--- src/rtl/decimal_text_to_number_assert.svh ---
// ----------------------------------------------------------------------------
// decimal_text_to_number_assert.svh
// Assertion macros used by the decimal text converter back end.
// ----------------------------------------------------------------------------
`ifndef DECIMAL_TEXT_TO_NUMBER_ASSERT_SVH
`define DECIMAL_TEXT_TO_NUMBER_ASSERT_SVH

`ifndef SYNTHESIS

// Checked while out of reset.
`define DTN_ASSERT(lbl, clk, rst_n, prop, msg) \
    lbl: assert property (@(posedge clk) disable iff (!rst_n) prop) else $error(msg);

// Checked on every edge, reset included.
`define DTN_ASSERT_ALWAYS(lbl, clk, prop, msg) \
    lbl: assert property (@(posedge clk) prop) else $error(msg);

`else

`define DTN_ASSERT(lbl, clk, rst_n, prop, msg)
`define DTN_ASSERT_ALWAYS(lbl, clk, prop, msg)

`endif

`endif

--- src/rtl/dtn_pkg.sv ---
// ----------------------------------------------------------------------------
// dtn_pkg
// Types and constants for the decimal text to number converter.
// ----------------------------------------------------------------------------
`timescale 1ns / 1ps

package dtn_pkg;

    // character codes
    localparam logic [7:0] CH_DOT   = 8'h2E;
    localparam logic [7:0] CH_PLUS  = 8'h2B;
    localparam logic [7:0] CH_MINUS = 8'h2D;
    localparam logic [7:0] CH_ZERO  = 8'h30;
    localparam logic [7:0] CH_NINE  = 8'h39;

    localparam int MAX_FRAC_DIGITS_DEF = 11;

    localparam int INT_W  = 32;
    localparam int SIG_W  = 63;          // significand magnitude
    localparam int FRAC_W = 4;

    localparam logic [SIG_W-1:0] SIG_MAX = {SIG_W{1'b1}};

    // queue between front and back
    localparam int QUEUE_DEPTH = 2;
    localparam int QPTR_W      = $clog2(QUEUE_DEPTH);
    localparam int QCNT_W      = $clog2(QUEUE_DEPTH + 1);

    typedef struct packed {
        logic [7:0] ch;
        logic       last;
    } t_in_beat;

    typedef struct packed {
        logic                    is_integer;
        logic signed [INT_W-1:0] int_value;
        logic signed [63:0]      dec_significand;
        logic [FRAC_W-1:0]       frac_digits;
        logic                    saturated;
    } t_out_beat;

    // classified byte, front to back
    typedef struct packed {
        logic       lead;       // leading sign of the string
        logic       is_sign;
        logic       is_minus;
        logic       is_dot;
        logic       is_digit;
        logic [3:0] digit;      // 0 for non-digits
        logic       last;
    } t_cls;

    typedef enum logic [1:0] {
        PH_SIGNS,
        PH_WHOLE,
        PH_FRAC,
        PH_DONE
    } t_phase;

endpackage

--- src/rtl/dtn_front.sv ---
// ----------------------------------------------------------------------------
// dtn_front
// Accepts text bytes and classifies them for the back end.
// ----------------------------------------------------------------------------
`timescale 1ns / 1ps

module dtn_front (
    input  logic             i_clk,
    input  logic             i_rst_n,
    input  logic             i_in_valid,
    output logic             o_in_stall,
    input  dtn_pkg::t_in_beat i_in_data,
    output logic             o_push,
    output dtn_pkg::t_cls    o_cls,
    input  logic             i_full
);
    import dtn_pkg::*;

    logic r_at_start;
    logic n_at_start;
    logic sign_c;

    assign o_in_stall = i_full;
    assign o_push     = i_in_valid & ~i_full;

    assign sign_c = (i_in_data.ch == CH_PLUS) || (i_in_data.ch == CH_MINUS);

    always_comb begin
        o_cls          = '0;
        o_cls.is_sign  = sign_c;
        o_cls.is_minus = (i_in_data.ch == CH_MINUS);
        o_cls.is_dot   = (i_in_data.ch == CH_DOT);
        o_cls.is_digit = (i_in_data.ch >= CH_ZERO) && (i_in_data.ch <= CH_NINE);
        o_cls.digit    = o_cls.is_digit ? i_in_data.ch[3:0] : 4'd0;
        o_cls.lead     = r_at_start & sign_c;
        o_cls.last     = i_in_data.last;
    end

    // a new string starts after every last byte
    assign n_at_start = o_push ? i_in_data.last : r_at_start;

    always_ff @(posedge i_clk) begin
        if (!i_rst_n) begin
            r_at_start <= 1'b1;
        end else begin
            r_at_start <= n_at_start;
        end
    end

endmodule

--- src/rtl/dtn_queue.sv ---
// ----------------------------------------------------------------------------
// dtn_queue
// Short queue of classified bytes between front and back.
// ----------------------------------------------------------------------------
`timescale 1ns / 1ps

module dtn_queue (
    input  logic          i_clk,
    input  logic          i_rst_n,
    input  logic          i_push,
    input  dtn_pkg::t_cls i_data,
    output logic          o_full,
    output logic          o_valid,
    output dtn_pkg::t_cls o_data,
    input  logic          i_pop
);
    import dtn_pkg::*;

    t_cls              r_mem [QUEUE_DEPTH];
    logic [QPTR_W-1:0] r_wr, n_wr;
    logic [QPTR_W-1:0] r_rd, n_rd;
    logic [QCNT_W-1:0] r_count, n_count;

    assign o_full  = (r_count == QCNT_W'(QUEUE_DEPTH));
    assign o_valid = (r_count != '0);
    assign o_data  = r_mem[r_rd];

    // depth is a power of two, so pointers wrap on their own
    always_comb begin
        n_wr    = i_push ? r_wr + 1'b1 : r_wr;
        n_rd    = i_pop  ? r_rd + 1'b1 : r_rd;
        n_count = r_count;
        if (i_push && !i_pop) begin
            n_count = r_count + 1'b1;
        end else if (!i_push && i_pop) begin
            n_count = r_count - 1'b1;
        end
    end

    always_ff @(posedge i_clk) begin
        if (!i_rst_n) begin
            r_wr    <= '0;
            r_rd    <= '0;
            r_count <= '0;
        end else begin
            r_wr    <= n_wr;
            r_rd    <= n_rd;
            r_count <= n_count;
        end
    end

    always_ff @(posedge i_clk) begin
        if (i_push) begin
            r_mem[r_wr] <= i_data;
        end
    end

endmodule

--- src/rtl/dtn_back.sv ---
// ----------------------------------------------------------------------------
// dtn_back
// Integer and real accumulation paths plus the result register.
// ----------------------------------------------------------------------------
`timescale 1ns / 1ps
`include "decimal_text_to_number_assert.svh"

module dtn_back #(
    parameter int MAX_FRAC_DIGITS = dtn_pkg::MAX_FRAC_DIGITS_DEF
) (
    input  logic              i_clk,
    input  logic              i_rst_n,
    input  logic              i_valid,
    input  dtn_pkg::t_cls     i_cls,
    output logic              o_pop,
    output logic              o_out_valid,
    input  logic              i_out_stall,
    output dtn_pkg::t_out_beat o_out_data
);
    import dtn_pkg::*;

    localparam int CNT_W = $clog2(MAX_FRAC_DIGITS + 1);

    // string state
    logic              r_neg, n_neg;
    logic [INT_W-1:0]  r_int, n_int;
    logic              r_int_stop, n_int_stop;
    t_phase            r_phase, n_phase;
    logic              r_dot, n_dot;
    logic [SIG_W-1:0]  r_sig, n_sig;
    logic [CNT_W-1:0]  r_frac, n_frac;
    logic              r_clip, n_clip;

    // result register, magnitudes plus sign
    logic              r_out_valid, n_out_valid;
    logic              r_res_int;
    logic              r_res_neg;
    logic [INT_W-1:0]  r_res_imag;
    logic [SIG_W-1:0]  r_res_smag;
    logic [CNT_W-1:0]  r_res_frac;
    logic              r_res_sat;

    logic              fire;
    logic              fin;
    logic              real_en;
    logic              sig_push;
    logic              frac_step;
    logic [CNT_W-1:0]  frac_inc;
    logic [INT_W-1:0]  int_sum;
    logic [SIG_W+3:0]  sig_sum;
    logic              sig_ovf;
    logic [63:0]       sig_ext;

    // a last byte needs the result register
    assign o_pop   = i_valid & ~(i_cls.last & r_out_valid & i_out_stall);
    assign fire    = o_pop;
    assign fin     = fire & i_cls.last;
    assign real_en = fire & ~i_cls.lead;

    // times ten as shift and add
    assign int_sum = {r_int[INT_W-4:0], 3'b000} + {r_int[INT_W-2:0], 1'b0}
                   + INT_W'(i_cls.digit);
    assign sig_sum = {1'b0, r_sig, 3'b000} + {3'b000, r_sig, 1'b0}
                   + (SIG_W+4)'(i_cls.digit);
    assign sig_ovf = |sig_sum[SIG_W+3:SIG_W];

    assign frac_inc = r_frac + 1'b1;

    // phase: next state
    always_comb begin
        n_phase = r_phase;
        if (real_en) begin
            unique case (r_phase)
                PH_SIGNS: begin
                    if (i_cls.is_dot) begin
                        n_phase = PH_FRAC;
                    end else if (!i_cls.is_sign) begin
                        n_phase = PH_WHOLE;
                    end
                end
                PH_WHOLE: begin
                    if (i_cls.is_dot) begin
                        n_phase = PH_FRAC;
                    end
                end
                PH_FRAC: begin
                    if (frac_inc >= CNT_W'(MAX_FRAC_DIGITS)) begin
                        n_phase = PH_DONE;
                    end
                end
                PH_DONE: n_phase = PH_DONE;
                default: n_phase = PH_SIGNS;
            endcase
        end
    end

    // phase: outputs
    always_comb begin
        sig_push  = 1'b0;
        frac_step = 1'b0;
        if (real_en) begin
            unique case (r_phase)
                PH_SIGNS: sig_push = ~i_cls.is_sign & ~i_cls.is_dot;
                PH_WHOLE: sig_push = ~i_cls.is_dot;
                PH_FRAC: begin
                    sig_push  = 1'b1;
                    frac_step = 1'b1;
                end
                PH_DONE: sig_push = 1'b0;
                default: sig_push = 1'b0;
            endcase
        end
    end

    always_comb begin
        n_neg      = (fire & i_cls.lead) ? i_cls.is_minus : r_neg;
        n_dot      = r_dot | (fire & i_cls.is_dot);
        n_int      = r_int;
        n_int_stop = r_int_stop;
        if (real_en && !r_int_stop) begin
            if (!i_cls.is_digit) begin
                n_int_stop = 1'b1;
            end else begin
                n_int      = int_sum;
                n_int_stop = int_sum[INT_W-1];
            end
        end
        n_sig  = r_sig;
        n_clip = r_clip;
        if (sig_push) begin
            if (r_clip || sig_ovf) begin
                n_sig  = SIG_MAX;
                n_clip = 1'b1;
            end else begin
                n_sig = sig_sum[SIG_W-1:0];
            end
        end
        n_frac = frac_step ? frac_inc : r_frac;
    end

    always_comb begin
        n_out_valid = r_out_valid;
        if (fin) begin
            n_out_valid = 1'b1;
        end else if (r_out_valid && !i_out_stall) begin
            n_out_valid = 1'b0;
        end
    end

    always_ff @(posedge i_clk) begin
        if (!i_rst_n) begin
            r_neg       <= 1'b0;
            r_int       <= '0;
            r_int_stop  <= 1'b0;
            r_phase     <= PH_SIGNS;
            r_dot       <= 1'b0;
            r_sig       <= '0;
            r_frac      <= '0;
            r_clip      <= 1'b0;
            r_out_valid <= 1'b0;
        end else begin
            r_out_valid <= n_out_valid;
            if (fin) begin
                r_neg      <= 1'b0;
                r_int      <= '0;
                r_int_stop <= 1'b0;
                r_phase    <= PH_SIGNS;
                r_dot      <= 1'b0;
                r_sig      <= '0;
                r_frac     <= '0;
                r_clip     <= 1'b0;
            end else begin
                r_neg      <= n_neg;
                r_int      <= n_int;
                r_int_stop <= n_int_stop;
                r_phase    <= n_phase;
                r_dot      <= n_dot;
                r_sig      <= n_sig;
                r_frac     <= n_frac;
                r_clip     <= n_clip;
            end
        end
    end

    // unused fields of a result are captured as zero
    always_ff @(posedge i_clk) begin
        if (fin) begin
            r_res_int  <= ~n_dot;
            r_res_neg  <= n_neg;
            r_res_imag <= n_dot ? '0 : n_int;
            r_res_smag <= n_dot ? n_sig : '0;
            r_res_frac <= n_dot ? n_frac : '0;
            r_res_sat  <= n_dot & n_clip;
        end
    end

    assign sig_ext = {1'b0, r_res_smag};

    assign o_out_valid                = r_out_valid;
    assign o_out_data.is_integer      = r_res_int;
    assign o_out_data.int_value       = r_res_neg ? -r_res_imag : r_res_imag;
    assign o_out_data.dec_significand = r_res_neg ? -sig_ext : sig_ext;
    assign o_out_data.frac_digits     = FRAC_W'(r_res_frac);
    assign o_out_data.saturated       = r_res_sat;

    `DTN_ASSERT(a_frac_bound, i_clk, i_rst_n, r_frac <= CNT_W'(MAX_FRAC_DIGITS), "fraction count past limit")
    `DTN_ASSERT(a_clip_max, i_clk, i_rst_n, r_clip |-> (r_sig == SIG_MAX), "clipped significand not at max")
    `DTN_ASSERT(a_fin_clear, i_clk, i_rst_n, fin |=> (r_phase == PH_SIGNS && !r_dot && r_sig == '0), "string state not cleared")
    `DTN_ASSERT(a_no_overrun, i_clk, i_rst_n, (r_out_valid && i_out_stall) |-> !fin, "result overwritten while stalled")

endmodule

--- src/rtl/decimal_text_to_number.sv ---
// ----------------------------------------------------------------------------
// decimal_text_to_number
// Converts a number's decimal text, one byte a beat, into an integer result
// or a decimal (signed significand, saturating, and fraction digit count).
// ----------------------------------------------------------------------------
//
//  channel | direction | beat payload          | handshake
//  --------+-----------+-----------------------+------------------------------
//  in      | input     | t_in_beat  ch, last   | i_in_valid / o_in_stall
//  out     | output    | t_out_beat result     | o_out_valid / i_out_stall
//
//  One text byte is taken per cycle, sustained, unless a stalled result holds
//  back a last byte; the rate is set by the back end, which does one
//  multiply-by-ten (shift and add) per byte. A result beat is registered:
//  the last byte of its string passes the queue, then loads the result
//  register. Reset is synchronous, active low; no clearing pass, the block
//  is ready as soon as reset is released.
//  A stalled result blocks only the next last byte; other bytes keep flowing
//  until the two-entry queue fills, then o_in_stall rises.
//
`timescale 1ns / 1ps

module decimal_text_to_number #(
    parameter int MAX_FRAC_DIGITS = dtn_pkg::MAX_FRAC_DIGITS_DEF
) (
    input  logic               i_clk,
    input  logic               i_rst_n,
    input  logic               i_in_valid,
    output logic               o_in_stall,
    input  dtn_pkg::t_in_beat  i_in_data,
    output logic               o_out_valid,
    input  logic               i_out_stall,
    output dtn_pkg::t_out_beat o_out_data
);
    import dtn_pkg::*;

    // front to queue
    logic push;
    t_cls push_cls;
    logic q_full;

    // queue to back
    logic q_valid;
    t_cls q_cls;
    logic q_pop;

    // Front: tracks the start of each string and tags the byte class, so the
    // back end never needs to look at raw characters.
    dtn_front u_front (
        .i_clk      (i_clk),
        .i_rst_n    (i_rst_n),
        .i_in_valid (i_in_valid),
        .o_in_stall (o_in_stall),
        .i_in_data  (i_in_data),
        .o_push     (push),
        .o_cls      (push_cls),
        .i_full     (q_full)
    );

    // Queue: decouples input stall from output stall. Push and pop in one
    // cycle keep a full byte-per-cycle stream going.
    dtn_queue u_queue (
        .i_clk   (i_clk),
        .i_rst_n (i_rst_n),
        .i_push  (push),
        .i_data  (push_cls),
        .o_full  (q_full),
        .o_valid (q_valid),
        .o_data  (q_cls),
        .i_pop   (q_pop)
    );

    // Back: integer and real paths side by side; on the last byte it picks
    // the integer answer when no dot was seen and loads the result register.
    dtn_back #(
        .MAX_FRAC_DIGITS (MAX_FRAC_DIGITS)
    ) u_back (
        .i_clk       (i_clk),
        .i_rst_n     (i_rst_n),
        .i_valid     (q_valid),
        .i_cls       (q_cls),
        .o_pop       (q_pop),
        .o_out_valid (o_out_valid),
        .i_out_stall (i_out_stall),
        .o_out_data  (o_out_data)
    );

endmodule

--- config.mk ---
export PLATFORM = sky130hd
export DESIGN_NAME = decimal_text_to_number
export DESIGN_NICKNAME = d
export VERILOG_FILES = /design/src/rtl/dtn_pkg.sv /design/src/rtl/dtn_front.sv /design/src/rtl/dtn_queue.sv /design/src/rtl/dtn_back.sv /design/src/rtl/decimal_text_to_number.sv
export VERILOG_INCLUDE_DIRS = /design/src /design/src/rtl
export SDC_FILE = /design/constraint.sdc
export NUM_CORES = 1
export LEC_CHECK = 0
export ABC_AREA = 0
export BUFFER_PORTS_ARGS = -buffer_cell sky130_fd_sc_hd__buf_2
export CAP_MARGIN = 20
export CORE_MARGIN = 5
export CORE_UTILIZATION = 40
export CTS_BUF_LIST = sky130_fd_sc_hd__clkbuf_2
export DETAILED_ROUTE_END_ITERATION = 7
export GPL_TIMING_DRIVEN = 0
export SETUP_SLACK_MARGIN = 0.02
export SKIP_LAST_GASP = 1
export SYNTH_ARGS = -nofsm -noshare
export SYNTH_HDL_FRONTEND = slang
export SYNTH_SLANG_ARGS = --single-unit
--- constraint.sdc ---
create_clock -name i_clk -period 4.05 [get_ports i_clk]
set_input_delay 0.6075 -clock i_clk [delete_from_list [all_inputs] [get_ports i_clk]]
set_output_delay 0.6075 -clock i_clk [all_outputs]
set_load 0.005 [all_outputs]
# After elaboration in Yosys (flattened, before gate mapping)
# Memories as Yosys holds them, arrays and structs flattened. A register that Yosys moved wholly into a read port is not among the register bits.
# Index checks and enable logic that the tools add are counted.
# totals
register_bits,213
ramBits,20
inputBits,13
output_inout_bits,104
word_cells,110
memories,1
# memory_table
name,words,width,rd,rd_ports_with_merged_regs,wr,line,text
u_queue.r_mem,2,10,1,1,1,dtn_queue.sv:19,t_cls r_mem [QUEUE_DEPTH];
# op_classes
n_addsub,11
n_lt_le_gt_ge,3
n_eq_ne,10
muxes,29
n_bitwise,19
reduce_logical,18
# ops
cell,count
$mux 63,2
$mux 32,3
$add 66x64->67,1
$add 67x4->67,1
$mux 64,1
$neg 63->64,1
$add 32x32->32,1
$add 32x4->32,1
$neg 32->32,1
$eq 8x6->1 const B,3
$mux 1,13
$mux 2,6
$and 1x1->1,11
$ge 8x6->1 const B,1
$le 8x6->1 const B,1
$mux 4,2
$pmux 2 s4,1
$not 1->1,7
$eq 2x2->1 const B,3
$reduce_bool 2->1,3
$logic_and 1x1->1,5
$add 4x1->4 const B,1
$ge 4x4->1 const B,1
$logic_not 1->1,4
other kinds (13),16

# Depth between registers and ports, before layout
# depth
depth_word,8
ltp_mapped,17
ltp_nobuf,14

# By module
# Synthesis repeated with hierarchy kept, for this count alone.
# unflattened
hier_cells,1982
area_unflattened_um2,17262.8
# by_module_without_submodules
module,n_inst,cells_each,area_per_inst_um2,seq_area_each_um2
dtn_back,1,1902,16131.7,5185.0
dtn_queue,1,53,939.7,700.7
dtn_front,1,27,191.4,20.0

# Worst setup path after synthesis
# OpenSTA, ideal clock, no wires.
# synth_path
path_kind,register to register
from,register with a tool-made name
to,register u_back.r_res_smag[60] (data pin)
t_arrival_ps,4218
required_ps,3778
path_slack_ps,-440
path_stages_with_launch,17
synth_period_minus_slack_ps,4490
cell_sequence,dfxtp_1 -> clkbuf_1 -> mux2_2 -> fa_1 -> fa_1 -> a21o_1 -> a31o_1 -> a31oi_1 -> o21ai_1 -> o2111ai_1 -> nand3_1 -> a31oi_1 -> xnor2_1 -> nor4_1 -> buf_2 -> buf_4 -> a31oi_1
# synth_lines
element,line,text
to (signal assigned),dtn_back.sv:191,r_res_smag <= n_dot ? n_sig : '0;
to (decl),dtn_back.sv:39,logic [SIG_W-1:0] r_res_smag;

==> results <==
- STA classifies the critical path endpoint as an output port.
- The number of design rule violations left after detail routing is 0.
- After synthesis the cells add up to between 15000 and 20000 um^2.
- The most heavily used metal layer in global routing is met2.
- The worst stage delay on the critical path is 570 ps.
- Of all nets on the critical path, the largest fanout is 7.
- The global-route wire length before repair is ~90000 um.
- The die width is between 200 and 250 um.
- After floorplanning, the core was sized to cover between 40000 and 50000 um^2.
- The top cell type's share of synthesized area is between 20% and 30%.
- At the end of routability-driven placement, the weighted congestion stood at approximately 0.9.
- During placement, the flow inserted port buffers numbering approximately 120.
- The clock passes through at most 3 buffers.
- Global routing used 32.8% of the available met1 tracks.
- At the later pin of the worst-skew pair, clock insertion delay measures about 1100 ps.
- The TritonCTS clock tree is built.
- Counting flops with an async set or reset pin after synthesis yields a share of 0%.
- The number of max-slew violations in the final report is 0.
- Yosys attributes the largest share of cell area to sky130_fd_sc_hd__edfxtp_1 21%, sky130_fd_sc_hd__ha_1 14%, sky130_fd_sc_hd__dfxtp_1 13%, sky130_fd_sc_hd__xnor2_1 7.1%, sky130_fd_sc_hd__o21ai_0 5.7%.
- The type of origin of the critical path is a register.
- The flow ran to the end, but the final reports show violations.
- The cell repeated most along the worst path is sky130_fd_sc_hd__or3_4.
- The met2 capacity usage during global routing is 36.1%.
- The final reports fail on setup timing.
- On the critical path the largest part of the delay comes from simple AND/OR/NAND/NOR gates.
- For this run, the register share of the synthesized area comes to around a third.
- The final hold slack is 215 ps.
- The critical path class is reg -> out.
- Clock-pin slew was measured on the worst setup and hold paths at between 100 and 150 ps.
- The maximum operating frequency is 203 MHz.
- The worst endpoint required time is ~3400 ps.
- The total leakage power is between 9 and 10 nW.
- The average wire per cell in the routed design is 20.4 um.
- The first detailed-routing pass ran for 6 iterations.
- Together, buffers and inverters on the worst path number 2.
- For the pin with the worst max-slew slack, the measured transition is ~1000 ps.
- The floorplan has 76 rows.
- The tree is rooted in a sky130_fd_sc_hd__clkbuf_2.
- The worst-case IR drop observed on VDD is approximately 0.00036 V.
- Of all cell types, the one taking the most synthesized area is sky130_fd_sc_hd__edfxtp_1.
- The number of instances in the synthesized netlist is between 1500 and 2000.
- The final-report setup violation count is approximately 170.
- Setup repair after global routing could not meet its margin everywhere.
- The placement-stage worst setup slack is -919 ps.
- The data arrival at the endpoint of the critical path is about 4300 ps.
- Yosys printed 0 warnings.
- The primary flip-flop cell chosen by synthesis mapping is sky130_fd_sc_hd__edfxtp_1.
- The final worst-path cycle share is 122%.
- The number of distinct standard cells referenced by the synthesized netlist is between 70 and 80.
- The final setup skew is 138 ps.
- The number of nets handed over by synthesis was 2165.
- From synthesis to final layout, the design area changed by 30.8%.
- The utilization of the core after routing is between 50% and 60%.
- Averaged over all synthesized cells, the footprint is a little under 9 um^2.
- Entering global routing, the biggest net connects 69 pins.
- 117 I/O pins were placed.
- In this run the number of H-tree levels came out at 2.
- Global routing finished with a remaining overflow of 0.
- Summed over all layers, the routed wires come to between 50000 and 60000 um.
- Measured against its own limit, the worst slew margin works out to between 30% and 40%.
- The number of antenna violations at the first check in global routing is 1.
- The post-detailed-placement half-perimeter wirelength is slightly above 40000 um.
- On the critical path, the stage with the largest delay is an instance of sky130_fd_sc_hd__or4_4.
- The number of nets in the layout is ~2400.
- The die covers about 48000 um^2.
- Of the cells placed in the final design, the portion with a size suffix greater than 1 is between 20% and 30%.
- The initial cell density of the core is around two fifths.
- The number of failing hold endpoints at the final stage was 0.
- The first routing iteration left about 1400 violations.
- The total track usage is about a quarter.
- In this run, synthesis produced a sequential element count of between 200 and 250.
- The global routing usage on met3 is 5.82%.
- The final setup slack of the worst path is -879 ps.
- The tightest min-delay check is of the in -> reg type.
- The number of clock sinks seen by CTS is 234.
- Walking the worst path, the cells encountered are or4_4 -> nor3b_4 -> nand4_1 -> or2_1 -> buf_6 -> or3_4 -> or3_4 -> or3_4 -> o21ai_2 -> xnor2_1 -> buf_2.
- The power density of the placed cells is 693 nW/um^2.
- The die extent in y is 218 um.
- The number of vias per cell after detailed routing is ~5.8.
- Once detail routing completed, the nets flagged for antenna violations numbered 0.
- The number of clock buffers added by TritonCTS is 60.
- The number of global-route vias before repair is around 16000.
- In this run, synthesis inferred around 120 flip-flops with an integrated enable.
- The max capacitance violation total is 0.
- Total power for the finished layout comes to 15.7 mW.
- Subtracting the final worst setup slack from the clock period gives a little under 5000 ps.
- The via total after detailed routing is roughly 17000.
-- registers in the layout (all words and copies together) (netlist names), 2 cells and up, named ones only --
register	count
u_back.r_int	32
u_back.r_res_smag	63
u_queue.r_mem	20
u_queue.r_count	2
u_back.r_phase	2
u_back.r_res_frac	4
u_back.r_sig	63
u_back.r_res_imag	32
u_back.r_frac	4
-- timing repair --
item / CTS / global route
hold buffers: 15 / 0
endpoints found under the setup margin: 215 / 200
buffers inserted: 54 / 28
gates cloned: 12 / 0
resized for setup: 228 / 197
hold endpoints to repair: 26 / 0
pin swaps: 42 / 48
-- per-layer routing --
layer | part of all wire (%) | vias to the layer above
met1 | 46 | 7947
met2 | 44 | 593
met3 | 7.5 | 95
li1 | - | 7945
met4 | 2.1 | 0
met5 | 0 | -
-- cell families (layout without fill, tap and decap cells) --
family,count (synthesis),after routing,share of synthesized area (%)
and+or+nand+nor,517,517,14.5
xor gates and xnor gates,181,181,9.13
buffers and inverters,147,476,3.58
AOI/OAI and AO/OA,667,667,23.5
other,0,1,0
DFF,234,234,34.0
adders and majority gates,192,192,14.0
muxes,22,22,1.30
-- worst paths after layout --
path | startpoint | end | slack [ps] | cells past startpoint
setup reg to reg | register | u_back.r_res_smag[10] | -300 | 16
hold / removal | i_in_data[7] | u_queue.r_mem[0][2] | 220 | 4
hold reg to reg | u_back.r_int_stop | u_back.r_int_stop | 460 | 2
setup / recovery | u_back.r_res_smag[18] | o_out_data[67] | -880 | 11
-- metrics by stage --
step	instance area, um^2	setup TNS [ps]	std cells
after floorplan	17400	0	1960
after global placement	18700	-188100	2661
after detailed placement	18800	-100220	2664
after CTS	21500	-70050	2856
after global routing	22700	-68790	2875
final	22700	-42590	2875
-- cells in the mapped netlist, types with 8 or more instances --
library cell and n:
sky130_fd_sc_hd__inv_1 29, sky130_fd_sc_hd__clkbuf_1 96, sky130_fd_sc_hd__and2_1 23, sky130_fd_sc_hd__a31oi_1 134, sky130_fd_sc_hd__xor2_1 40, sky130_fd_sc_hd__nand4_1 19, sky130_fd_sc_hd__o41ai_1 12, sky130_fd_sc_hd__dfxtp_1 112
sky130_fd_sc_hd__a211oi_1 15, sky130_fd_sc_hd__xnor2_1 141, sky130_fd_sc_hd__o31ai_1 25, sky130_fd_sc_hd__or3_1 16, sky130_fd_sc_hd__a21o_1 42, sky130_fd_sc_hd__nor2_1 151, sky130_fd_sc_hd__nand3_1 36, sky130_fd_sc_hd__and3_1 11
sky130_fd_sc_hd__ha_1 188, sky130_fd_sc_hd__or2_2 10, sky130_fd_sc_hd__o21ai_0 199, sky130_fd_sc_hd__o21bai_1 9, sky130_fd_sc_hd__nor3_1 31, sky130_fd_sc_hd__nand2b_1 15, sky130_fd_sc_hd__a21oi_1 134, sky130_fd_sc_hd__nor2b_1 10
sky130_fd_sc_hd__o21ai_1 11, sky130_fd_sc_hd__buf_4 16, sky130_fd_sc_hd__mux2i_1 18, sky130_fd_sc_hd__nand2_1 144, sky130_fd_sc_hd__nor3b_1 8, sky130_fd_sc_hd__or4_1 14, sky130_fd_sc_hd__edfxtp_1 122, sky130_fd_sc_hd__o211ai_1 9
sky130_fd_sc_hd__o21a_1 21
-- cell usage in the layout (no fill, tap or decap), drive strengths merged, types with 21 or more instances in the layout --
| cell type | count |
|---|---|
| buf | 226 |
| o21ai | 212 |
| ha | 188 |
| clkbuf | 170 |
| nor2 | 152 |
| nand2 | 144 |
| xnor2 | 141 |
| a21oi | 134 |
| a31oi | 134 |
| edfxtp | 122 |
| dfxtp | 112 |
| a21o | 42 |
| xor2 | 40 |
| nand3 | 36 |
| inv | 32 |
| nor3 | 32 |
| clkinv | 28 |
| o31ai | 25 |
| and2 | 23 |
| o21a | 21 |
-- report_power, final --
| part | leakage (nW) | total, mW | internal (mW) | switching, mW |
|---|---|---|---|---|
| logic | 6.51 | 10.0 | 4.15 | 5.88 |
| clock network | 0.472 | 2.00 | 0.881 | 1.12 |
| registers | 2.08 | 3.71 | 3.16 | 0.551 |
| total | 9.06 | 15.7 | 8.19 | 7.55 |
-- worst min-delay path, stage by stage --
cell	delay (ps)
sky130_fd_sc_hd__buf_2	70
sky130_fd_sc_hd__nor2_1	40
sky130_fd_sc_hd__and4_1	220
sky130_fd_sc_hd__and2_1	170
-- layout make-up --
type | instances | area [um^2]
plain buffers | 112 | 627
clock inverters | 36 | 289
multi-input cells | 1579 | 12900
fillers | 3927 | 20300
repair buffers | 221 | 1720
inverters | 29 | 114
well taps | 585 | 732
clock buffers | 78 | 390
flip-flops and latches | 234 | 5910
diodes | 1 | 2.50
Note: power is estimated with default switching activity, not from simulation.
